## src/rtl/core/cpsm_pkg.sv

```systemverilog
// Shared types and constants for the capture pair speed meter.
// No dependencies; imported by cpsm_divider, capture_pair_speed_meter and its bench.
package cpsm_pkg;

	localparam int TIMER_BITS       = 32;
	localparam int DIST_BITS        = 10;
	localparam int SPEED_BITS       = 16;
	localparam int CFG_INDEX_BITS   = 2;
	localparam int CFG_DATA_BITS    = 32;
	localparam int STAMP_BITS       = 32;
	localparam int TICKS_PER_SECOND = 1000000;

	// widest dividend: largest distance times ticks per second
	localparam int NUM_BITS = $clog2((2**DIST_BITS - 1) * TICKS_PER_SECOND + 1);
	localparam int CNT_BITS = $clog2(NUM_BITS + 1);

	localparam logic [STAMP_BITS-1:0] TIMER_MASK =
		STAMP_BITS'((64'd1 << TIMER_BITS) - 64'd1);
	localparam logic [SPEED_BITS-1:0] SPEED_MAX = {SPEED_BITS{1'b1}};

	localparam logic [DIST_BITS-1:0]  DIST_RESET   = DIST_BITS'(50);
	localparam logic [STAMP_BITS-1:0] PERIOD_RESET = STAMP_BITS'(1000000);

	// register indexes on the configuration channel
	localparam logic [CFG_INDEX_BITS-1:0] REG_DISTANCE   = CFG_INDEX_BITS'(0);
	localparam logic [CFG_INDEX_BITS-1:0] REG_MAX_PERIOD = CFG_INDEX_BITS'(1);

	typedef struct packed {
		logic                  start;
		logic [NUM_BITS-1:0]   num;
		logic [TIMER_BITS-1:0] den;
	} div_req_t;

	typedef struct packed {
		logic                busy;
		logic                done;
		logic [NUM_BITS-1:0] quot;
	} div_rsp_t;

endpackage

```

## src/rtl/core/cpsm_divider.sv

```systemverilog
// Restoring radix-2 divider, one quotient bit per cycle.
// Depends on cpsm_pkg (widths, div_req_t, div_rsp_t).
module cpsm_divider (
	input  logic              clk,
	input  logic              arst_n,
	input  cpsm_pkg::div_req_t req,
	output cpsm_pkg::div_rsp_t rsp
);
	import cpsm_pkg::*;

	logic                  busy_q;
	logic                  done_q;
	logic [CNT_BITS-1:0]   count_q;
	logic [TIMER_BITS-1:0] rem_q;
	logic [TIMER_BITS-1:0] den_q;
	logic [NUM_BITS-1:0]   quo_q;   // dividend bits shift out, quotient bits shift in

	logic [TIMER_BITS:0]   trial;
	logic                  take;

	assign trial = {rem_q, quo_q[NUM_BITS-1]};
	assign take  = trial >= {1'b0, den_q};

	always_ff @(posedge clk or negedge arst_n) begin
		if (!arst_n) begin
			busy_q  <= 1'b0;
			done_q  <= 1'b0;
			count_q <= '0;
		end else begin
			done_q <= 1'b0;
			if (req.start) begin
				busy_q  <= 1'b1;
				count_q <= CNT_BITS'(NUM_BITS);
			end else if (busy_q) begin
				count_q <= count_q - CNT_BITS'(1);
				if (count_q == CNT_BITS'(1)) begin
					busy_q <= 1'b0;
					done_q <= 1'b1;
				end
			end
		end
	end

	always_ff @(posedge clk) begin
		if (req.start) begin
			rem_q <= '0;
			den_q <= req.den;
			quo_q <= req.num;
		end else if (busy_q) begin
			rem_q <= take ? TIMER_BITS'(trial - {1'b0, den_q}) : trial[TIMER_BITS-1:0];
			quo_q <= {quo_q[NUM_BITS-2:0], take};
		end
	end

	assign rsp.busy = busy_q;
	assign rsp.done = done_q;
	assign rsp.quot = quo_q;

endmodule

```

## src/rtl/core/capture_pair_speed_meter.sv

```systemverilog
// Top level of the capture pair speed meter: poll sequencer, state, output register.
// Depends on cpsm_pkg and cpsm_divider.

// Each input beat is one poll of a capture unit. Captures are paired: the
// first stamp of a pair is stored, the second gives the period (modular
// timer difference) and, if nonzero and below max_period, the speed
// floor(distance * 1000000 / period), saturated at 65535 and held.
// Every poll gives exactly one output beat. A poll that completes a valid
// pair passes through the check, the divider handoff, the single restoring
// divider, which retires one quotient bit per cycle over the 30-bit
// dividend, the result load and the idle slot. Any other poll goes from the
// check straight to the result load and the idle slot. One poll is worked
// on at a time; in_ready is high only between polls. The output register
// lets the next poll be taken while a result waits; a result still held
// when the next one is ready stalls the block cycle for cycle. Configuration
// writes are always accepted and are meant to be issued while the block is
// idle; unused indexes are ignored.
module capture_pair_speed_meter (
	input  logic                                  clk,
	input  logic                                  arst_n,
	input  logic                                  in_valid,
	output logic                                  in_ready,
	input  logic                                  capture_seen,
	input  logic [cpsm_pkg::STAMP_BITS-1:0]       capture_time,
	output logic                                  out_valid,
	input  logic                                  out_ready,
	output logic [cpsm_pkg::SPEED_BITS-1:0]       speed,
	output logic                                  fresh,
	output logic                                  clipped,
	input  logic                                  cfg_valid,
	output logic                                  cfg_ready,
	input  logic [cpsm_pkg::CFG_INDEX_BITS-1:0]   cfg_index,
	input  logic [cpsm_pkg::CFG_DATA_BITS-1:0]    cfg_data
);
	import cpsm_pkg::*;

	localparam logic [1:0] ST_IDLE  = 2'd0;
	localparam logic [1:0] ST_CHECK = 2'd1;
	localparam logic [1:0] ST_WAIT  = 2'd2;
	localparam logic [1:0] ST_DONE  = 2'd3;

	logic [1:0]            state_q;
	logic [DIST_BITS-1:0]  distance_q;
	logic [STAMP_BITS-1:0] max_period_q;

	logic                  seen_q;
	logic [STAMP_BITS-1:0] stamp_q;
	logic [STAMP_BITS-1:0] first_stamp_q;
	logic                  awaiting_q;
	logic [SPEED_BITS-1:0] held_speed_q;
	logic                  fresh_q;
	logic                  clipped_q;

	logic                  out_valid_q;
	logic [SPEED_BITS-1:0] out_speed_q;
	logic                  out_fresh_q;
	logic                  out_clipped_q;

	logic [STAMP_BITS-1:0] period;
	logic                  period_ok;
	logic                  out_free;
	logic                  quot_big;
	div_req_t              div_req;
	div_rsp_t              div_rsp;

	assign in_ready  = (state_q == ST_IDLE);
	assign cfg_ready = 1'b1;

	assign period    = (stamp_q - first_stamp_q) & TIMER_MASK;
	assign period_ok = (period != '0) && (period < max_period_q);
	assign out_free  = !out_valid_q || out_ready;
	assign quot_big  = div_rsp.quot > NUM_BITS'(SPEED_MAX);

	assign div_req.start = (state_q == ST_CHECK) && seen_q && awaiting_q && period_ok;
	assign div_req.num   = NUM_BITS'(distance_q) * NUM_BITS'(TICKS_PER_SECOND);
	assign div_req.den   = period[TIMER_BITS-1:0];

	cpsm_divider u_div (
		.clk    (clk),
		.arst_n (arst_n),
		.req    (div_req),
		.rsp    (div_rsp)
	);

	// configuration registers
	always_ff @(posedge clk or negedge arst_n) begin
		if (!arst_n) begin
			distance_q   <= DIST_RESET;
			max_period_q <= PERIOD_RESET;
		end else if (cfg_valid && cfg_ready) begin
			if (cfg_index == REG_DISTANCE) begin
				distance_q <= cfg_data[DIST_BITS-1:0];
			end else if (cfg_index == REG_MAX_PERIOD) begin
				max_period_q <= cfg_data[STAMP_BITS-1:0];
			end
		end
	end

	// sequencer and measurement state
	always_ff @(posedge clk or negedge arst_n) begin
		if (!arst_n) begin
			state_q       <= ST_IDLE;
			first_stamp_q <= '0;
			awaiting_q    <= 1'b0;
			held_speed_q  <= '0;
		end else begin
			unique case (state_q)
				ST_IDLE: begin
					if (in_valid) begin
						state_q <= ST_CHECK;
					end
				end
				ST_CHECK: begin
					if (seen_q && !awaiting_q) begin
						first_stamp_q <= stamp_q;
						awaiting_q    <= 1'b1;
						state_q       <= ST_DONE;
					end else if (seen_q) begin
						awaiting_q <= 1'b0;
						state_q    <= period_ok ? ST_WAIT : ST_DONE;
					end else begin
						state_q <= ST_DONE;
					end
				end
				ST_WAIT: begin
					if (div_rsp.done) begin
						held_speed_q <= quot_big ? SPEED_MAX : div_rsp.quot[SPEED_BITS-1:0];
						state_q      <= ST_DONE;
					end
				end
				ST_DONE: begin
					if (out_free) begin
						state_q <= ST_IDLE;
					end
				end
				default: state_q <= ST_IDLE;
			endcase
		end
	end

	// output beat valid: loaded from the sequencer, dropped once taken
	always_ff @(posedge clk or negedge arst_n) begin
		if (!arst_n) begin
			out_valid_q <= 1'b0;
		end else if (state_q == ST_DONE && out_free) begin
			out_valid_q <= 1'b1;
		end else if (out_ready) begin
			out_valid_q <= 1'b0;
		end
	end

	// poll capture, result flags and output payload
	always_ff @(posedge clk) begin
		if (in_valid && in_ready) begin
			seen_q  <= capture_seen;
			stamp_q <= capture_time & TIMER_MASK;
		end
		if (state_q == ST_CHECK) begin
			fresh_q   <= 1'b0;
			clipped_q <= 1'b0;
		end else if (state_q == ST_WAIT && div_rsp.done) begin
			fresh_q   <= 1'b1;
			clipped_q <= quot_big;
		end
		if (state_q == ST_DONE && out_free) begin
			out_speed_q   <= held_speed_q;
			out_fresh_q   <= fresh_q;
			out_clipped_q <= clipped_q;
		end
	end

	assign out_valid = out_valid_q;
	assign speed     = out_speed_q;
	assign fresh     = out_fresh_q;
	assign clipped   = out_clipped_q;

	// a saturated result is always a fresh one at full scale
	a_clip_fresh: assert property (@(posedge clk) disable iff (!arst_n)
		out_valid_q && out_clipped_q |-> out_fresh_q && out_speed_q == SPEED_MAX)
		else $error("clipped result not fresh or not at full scale");

	// divider is never busy while a new poll can be taken
	a_idle_div: assert property (@(posedge clk) disable iff (!arst_n)
		in_ready |-> !div_rsp.busy)
		else $error("divider busy while idle");

	// divider completes only while the sequencer waits for it
	a_done_wait: assert property (@(posedge clk) disable iff (!arst_n)
		div_rsp.done |-> state_q == ST_WAIT)
		else $error("divider done outside wait state");

	// an accepted poll closes the input until its result is out
	a_one_poll: assert property (@(posedge clk) disable iff (!arst_n)
		in_valid && in_ready |=> !in_ready && state_q == ST_CHECK)
		else $error("input still open after accepting a poll");

	// a division is started only for the second stamp of a pair
	a_start_pair: assert property (@(posedge clk) disable iff (!arst_n)
		div_req.start |=> !awaiting_q && state_q == ST_WAIT)
		else $error("division started outside a closing pair");

endmodule

```

## config.mk

```make
export PLATFORM = sky130hd
export DESIGN_NAME = capture_pair_speed_meter
export DESIGN_NICKNAME = d
export VERILOG_FILES = /design/src/rtl/core/cpsm_pkg.sv /design/src/rtl/core/cpsm_divider.sv /design/src/rtl/core/capture_pair_speed_meter.sv
export SDC_FILE = /design/constraint.sdc
export NUM_CORES = 1
export LEC_CHECK = 0
export BUFFER_PORTS_ARGS = -buffer_cell sky130_fd_sc_hd__clkbuf_2
export CAP_MARGIN = 25
export CORE_ASPECT_RATIO = 1.5
export CORE_UTILIZATION = 67
export DETAILED_ROUTE_END_ITERATION = 8
export PLACE_DENSITY_LB_ADDON = 0.25
export SLEW_MARGIN = 5
export SYNTH_ARGS = -nofsm -noshare
export SYNTH_HDL_FRONTEND = slang
export SYNTH_SLANG_ARGS = --single-unit
```

## constraint.sdc

```tcl
create_clock -name clk -period 14.4 [get_ports clk]
set_clock_uncertainty 0.1 [all_clocks]
set_input_delay 2.16 -clock clk [delete_from_list [all_inputs] [get_ports clk]]
set_output_delay 2.16 -clock clk [all_outputs]
set_load 0.005 [all_outputs]
```

Yosys cells after proc, flatten, opt, wreduce, memory -nomap -nowiden
Index checks and enable logic that the tools add are counted.

$add $sub $neg: 3. Multipliers: 1. $lt $le $gt $ge: 3. Equal/unequal tests: 8. Muxes and demuxes: 23. Bitwise operators: 1. Reduce and logical (&&, ||, !) cells: 23.

Operators by type and width (count): subtractor 32 bit (2); 2-to-1 mux 30 bit (2); greater-or-equal comparator 33 x 32 -> 1 bit (1); < comparator 32 bit (1); 2-to-1 mux 32 bit (1); nonzero test 32 bit (1); greater-than comparator 30 x 16 -> 1 bit, second input constant (1); multiplier 10 x 14 -> 24 bit, second input constant (1); 2-to-1 mux 16 bit (1); 2-to-1 mux 1 bit (13); 2-to-1 mux 5 bit (2); logical AND 1 bit (8); case mux 2 bit (4 select lines) (1); AND reduction 2 bit (4); 2-to-1 mux 2 bit (3); AND reduction 3 bit (2); nonzero test 2 bit (3); == test 5 x 1 -> 1 bit, second input constant (1); subtractor 5 x 1 -> 5 bit, second input constant (1); == test 2 x 1 -> 1 bit, second input constant (2); == test 2 bit, second input constant (2); logical NOT 2 bit (2); != test 2 bit, second input constant (2); logical NOT 1 bit (2); other kinds (3) (3).

Register bits: 248. Input port bits: 72. Word-level logic and storage cells: 83.

Logic depth before layout (Yosys ltp)
Gate-level depths: netlist of the first run.

Word-level depth: 7. Depth in mapped cells: 24. Mapped depth without buffers: 22.

By module
A second synthesis of the first run with hierarchy kept.

Cells, all modules: 1528. Area, all modules: 16193.0 um^2.

By module, submodules not included: capture_pair_speed_meter (times used 1, cells an instance 964, area an instance 10318.6 um^2, sequential area each 3936.3 um^2); cpsm_divider (times used 1, cells an instance 564, area an instance 5874.4 um^2, sequential area each 2677.6 um^2).

Worst setup path after synthesis of the first run
OpenSTA, ideal clock, no wires.

Path type: register to register. Start point: register stamp_q[0]. End point: register u_div.quo_q[10], enable pin. Setup time: 382 ps. Arrival time: 4745 ps. Data required time: 13918 ps. Path slack: 9173 ps. Stages on the path, launching flop included: 23. Buffers on the path: 2. Period minus slack after synthesis: 5227 ps. Cell sequence: edfxtp_1 -> inv_1 -> ha_1 -> inv_1 -> fa_1 -> a211oi_2 -> o21ai_0 -> a21oi_1 -> o22ai_1 -> a41oi_1 -> o21a_1 -> mux2i_1 -> or2_2 -> ha_1 -> o21ai_0 -> nand2b_1 -> a21oi_1 -> o21ai_0 -> a2111oi_0 -> o211a_1 -> buf_6 -> buf_6 -> or2_1.

RTL lines: start, declared (RTL line capture_pair_speed_meter.sv:47) `logic [STAMP_BITS-1:0] stamp_q;`; start signal, assigned (RTL line capture_pair_speed_meter.sv:156) `stamp_q <= capture_time & TIMER_MASK;`; end signal, assigned (RTL line cpsm_divider.sv:48) `quo_q <= req.num;`; end signal, assigned (RTL line cpsm_divider.sv:51) `quo_q <= {quo_q[NUM_BITS-2:0], take};`; end, declared (RTL line cpsm_divider.sv:16) `logic [NUM_BITS-1:0] quo_q;`.

==> flow_summary.ini, run 1 <==
[run_status]
outcome = complete, no violations

[logic_synthesis]
synthFlopType = edfxtp_1
synth_edf_count = 107
synthArstFlopShare_pct = 40.7
synth_cell_types = 74
synth_cells = 1544
synth-seq-cells = 248
syn_nets = 1816
synth_warnings = 0
avgSynthCellArea_um2 = 10.3
yosysSeqAreaShare_pct = 41.2
synthesis.area_um2 = 15900

[grt]
grt_pass1_vias = 11700
grt_usage_pct = 27.4
grt_start_max_net_pins = 101
grt_antenna_before_repair = 0
grt_pass1_wl_um = 53400
grt-ovfl-total = 0

[drt]
drtIter0Drc = 509
drtAntennaViolNets = 0
wirelength_um = 32200
vias = 11400
wl_per_cell_um = 16.5
drc = 0
dr.pass1.iters = 5
drt-vias-per-instance = 5.82

[timing]
setup_viol = 0
slew_headroom_pct = 32.8
finalCritPeriodShare_pct = 47.6
rsz0062_at_grt = no
tns_ns = 0
clock.fmax_ghz = 0.146
worstMarginPinSlew_ns = 0.998
finalCriticalPeriod_ns = 6.86
hold_viol_final = 0
final_max_slew_viol_count = 0

[cells_and_area]
drive_gt1_share_pct = 14.6
layout.cells.most_common = inv_1
regArea_um2 = 6560
syn_to_final_growth_pct = 9.77
nets = 1894
final_cell_mix = 192 x inv_1, 173 x ha_1, 107 x edfxtp_1
multi_input_area_um2 = 8410
n_antenna_cell = 0
fillers = 1630

[critical_path]
critPathLaunch = stamp_q[0]
crit_path_max_incr_delay_ns = 0.73
reg2reg_slack_ns = 7.54
crit_chain = inv_1 > ha_1 > inv_1 > fa_1 > a211oi_2 > o21ai_0 > a21oi_1 > o22ai_1 > a41oi_1 > o21a_1 > xnor2_1 > ha_1 > a21oi_1 > nor2b_1 > o21ai_0 > nand2b_1 > a21oi_1 > o21ai_0 > a2111oi_0 > o211a_4 > buf_4 > mux2i_1
cp_slowest_cell = buf_4
required_ns = 14.56
crit_fanout = 57
cp-start-kind = flop
crit_arrival_ns = 7.01
critPathCaptureType = flop
reg2reg_from = stamp_q[0]
path_class = reg2reg

[die]
fp.coreArea_um2 = 23100
fp.dieW_um = 128
dieArea_um2 = 24400
initial_core_util_pct = 68.7
die_h_um = 191
num_rows = 68
io_pins = 93

[clock_network]
post_cts_resized = 0
clk_latency_ns = 0.55
htree_levels = 1
numCtsBuffers = 24
cts_tree = yes
cts.reportedPaths.clkPinSlew_ns = 0.07
cts.sinks = 248
cts_setup_buffers = 0
cts_max_path_buffers = 3
hold_buffers = 0
cts-root-buf = clkbuf_16

[place]
post-dp-hpwl_um = 24200
gp_congestion = 0.893
portBuffers = 91

[min_path]
hold_path_class = reg2reg
hp-start = clipped_q

[flow_run]
maxCapViolCount = 0
## path summary, 6_finish.rpt
kind,endpoint,depth (start not counted)
min in group asynchronous,max_period_q[26],1
worst min register to register,clipped,0
max in group asynchronous,distance_q[2],2
worst max register to register,u_div.quo_q[23],22
worst min-delay path,clipped,0
worst max-delay path,u_div.quo_q[23],22
## through the flow
step                utilization [%]  instances  cell area (µm²)  setup WS [ns]  hold WS (ns)
finish                         75.5       1955            17500           7.54         0.332
floorplan                         -       1544            15900           9.17         0.309
detailed placement             71.7       1909            16600           7.62         0.316
global route                   75.5       1955            17500           7.04         0.342
CTS                            75.2       1953            17400           7.58         0.337
global placement               71.7       1909            16600           8.00         0.315
## worst max-delay path: cells and delay by family, from the launching register on
| family | cells | cell delay, ns |
|---|---|---|
| AO/OA/AOI/OAI | 12 | 3.71 |
| multiplexers | 1 | 0.17 |
| adder cells (fa/ha/maj) | 3 | 0.92 |
| XOR/XNOR | 1 | 0.20 |
| flip-flops | 1 | 0.38 |
| buffers and inverters | 3 | 0.89 |
| AND/OR/NAND/NOR | 2 | 0.14 |
## flip-flops by register name, summed over array words and instances (netlist names), 10 cells and up
name and cells:
first_stamp_q 32, max_period_q 32, stamp_q 32, u_div.den_q 32, u_div.rem_q 32, u_div.quo_q 30
held_speed_q 16, speed 16, distance_q 10
## cell usage after synthesis (all sizes together) (26+ instances only)
cell | number | area [µm²]
a211oi | 36 | 315
a21o | 38 | 285
a21oi | 82 | 410
clkbuf | 36 | 135
dfrtp | 91 | 2280
dfxtp | 40 | 801
edfxtp | 107 | 3210
fa | 27 | 541
ha | 173 | 2160
inv | 192 | 721
mux2 | 69 | 777
mux2i | 44 | 440
nand2 | 96 | 360
nor2 | 105 | 394
nor3 | 28 | 155
o21ai | 55 | 275
xnor2 | 48 | 420
xor2 | 26 | 228
## kinds of logic after synthesis
group | after synthesis | synth area share (%)
adders and majority gates | 200 | 17.0
DFF | 248 | 41.2
other | 1 | 0.0236
xor gates and xnor gates | 74 | 4.07
AOI/OAI and AO/OA | 306 | 12.9
and+or+nand+nor | 363 | 11.1
buffers and inverters | 239 | 6.00
muxes | 113 | 7.65
## layout make-up
type	instances	share of cell area (%)
repair buffers	99	3.18
clock buffers	36	4.35
inverters	192	4.13
multi-input cells	1057	48.2
flip-flops and latches	248	37.5
clock inverters	8	0.373
well taps	315	2.26
## layer usage
layer / share of wire, % / vias to the layer above / track usage (%) / wire, µm
li1: - / 5580 / - / -
met2: 55 / 237 / 53.0 / 17700
met1: 38 / 5489 / 29.5 / 12300
met3: 3.0 / 77 / 2.95 / 958
met5: 0 / - / 0 / 0
met4: 3.8 / 0 / 12.1 / 1210
Power of run 1 is not shown: default switching activity piles up to over one toggle a cycle in this logic, so the estimate is an artifact.
==> run 2, diff against run 1 <==
--- a/config.mk
+++ b/config.mk
@@ -8,7 +8,7 @@
 export BUFFER_PORTS_ARGS = -buffer_cell sky130_fd_sc_hd__clkbuf_2
 export CAP_MARGIN = 25
 export CORE_ASPECT_RATIO = 1.5
-export CORE_UTILIZATION = 67
+export CORE_UTILIZATION = 62
 export DETAILED_ROUTE_END_ITERATION = 8
 export PLACE_DENSITY_LB_ADDON = 0.25
 export SLEW_MARGIN = 5
==> constraint.sdc (replaced) <==
create_clock -name clk -period 7.1 [get_ports clk]
set_clock_uncertainty 0.1 [all_clocks]
set_input_delay 1.065 -clock clk [delete_from_list [all_inputs] [get_ports clk]]
set_output_delay 1.065 -clock clk [all_outputs]
set_load 0.005 [all_outputs]
==> flow_summary.ini, run 2 (synthesis gave the netlist of run 1 again) <==
[run_status]
outcome = complete, no violations

[drt]
wl_per_cell_um = 16.3
vias = 11400
dr.pass1.iters = 5
drt-vias-per-instance = 5.77
drc = 0
wirelength_um = 32100
drtAntennaViolNets = 0
drtIter0Drc = 570

[critical_path]
critPathLaunch = stamp_q[0]
required_ns = 7.23
critPathCaptureType = flop
crit_end = u_div.quo_q[17]
reg2reg_depth = 22
crit_fanout = 14
cp-start-kind = flop
path_class = reg2reg
r2r-end = u_div.quo_q[17]
reg2reg_from = stamp_q[0]
crit_arrival_ns = 6.28
reg2reg_slack_ns = 0.95

[clock_network]
htree_levels = 1
cts-root-buf = clkbuf_16
cts.reportedPaths.clkPinSlew_ns = 0.06
clk_latency_ns = 0.54
hold_buffers = 0
cts.sinks = 248
cts_setup_buffers = 0
numCtsBuffers = 24
post_cts_resized = 0
cts_max_path_buffers = 3
cts_tree = yes

[place]
placedInstanceArea_um2 = 16600
gp_congestion = 0.955
post-dp-hpwl_um = 24100
place_ws_ns = 1.08
portBuffers = 91

[timing]
worstMarginPinSlew_ns = 1.00
final_max_slew_viol_count = 0
tns_ns = 0
finalCriticalPeriod_ns = 6.15
finalCritPeriodShare_pct = 86.6
finalWorstSetupSlack_ns = 0.950
rsz0062_at_grt = no
setup_viol = 0
hold_ws_ns = 0.334
slew_headroom_pct = 32.3
hold_viol_final = 0
clock.fmax_ghz = 0.163

[grt]
grt_pass1_vias = 11400
grt_start_max_net_pins = 101
grt.busiest_layer = met2
met2_usage_pct = 47.3
grt_pass1_wl_um = 52700
grt_antenna_before_repair = 0
grt_use_met3_pct = 2.12
grt-ovfl-total = 0
use_met1_pct = 27.5
grt_usage_pct = 24.8

[cells_and_area]
drive_gt1_share_pct = 14.9
n_antenna_cell = 0
nets = 1895
fillers = 1933
multi_input_area_um2 = 8410
layout.cells.most_common = inv_1
finalInstanceArea_um2 = 17400
final_cell_mix = 192 x inv_1, 173 x ha_1, 107 x edfxtp_1
regArea_um2 = 6560
syn_to_final_growth_pct = 9.45

[die]
fp.dieW_um = 133
num_rows = 71
dieArea_um2 = 26300
fp.coreArea_um2 = 25100
io_pins = 93
die_h_um = 198
initial_core_util_pct = 63.3

[min_path]
hp-start = fresh_q
hold_path_class = reg2reg

[flow_run]
maxCapViolCount = 0
run 2: cell count changes in the layout (fill, tap and decap cells not counted), sizes merged:
cell	change
clkinv	+1
bufinv	+1
clkinvlp	+2
inv	+1
clkbuf	-6
buf	+2
run 2: worst min path at each step:
stage / slack, ns / endpoint / cells past startpoint
3_5_place_dp: 0.32 / fresh / 0
5_1_grt: 0.34 / clipped / 0
2_1_floorplan: 0.31 / clipped / 0
6_report: 0.33 / fresh / 0
3_3_place_gp: 0.32 / clipped / 0
4_1_cts: 0.33 / fresh / 0
run 2: final cells by class:
class                   instances  share of cell area [%]
clock inverters                13                   0.690
clock buffers                  31                    3.72
inverters                     192                    4.14
multi-input cells            1057                    48.3
repair buffers                100                    3.13
well taps                     328                    2.36
flip-flops and latches        248                    37.7
run 2: metrics by stage:
stage	utilization (%)	cells
5_1_grt	69.3	1969
4_1_cts	69.1	1968
2_1_floorplan	-	1544
6_report	69.3	1969
3_5_place_dp	66.1	1924
3_3_place_gp	66.1	1924
run 2: layer usage:
| layer | vias up | wire (µm) |
|---|---|---|
| met5 | - | 0 |
| met4 | 0 | 1320 |
| met3 | 81 | 814 |
| met2 | 213 | 17200 |
| met1 | 5482 | 12700 |
| li1 | 5584 | - |
run 2: critical path: stages (launching register included):
cell and delay [ns]:
edfxtp_1 0.37, inv_1 0.08, ha_1 0.18, inv_1 0.06, fa_1 0.41, a211oi_2 0.32
o21ai_0 0.18, a21oi_1 0.38, o22ai_1 0.24, a41oi_1 0.41, o21a_1 0.25, xnor2_1 0.20
ha_1 0.30, a21oi_1 0.14, nor2b_1 0.06, o21ai_0 0.15, nand2b_1 0.07, a21oi_1 0.15
o21ai_0 0.10, a2111oi_0 0.70, o211a_4 0.28, or2_1 0.40, buf_4 0.31
Power of run 2 is left out for the same reason.
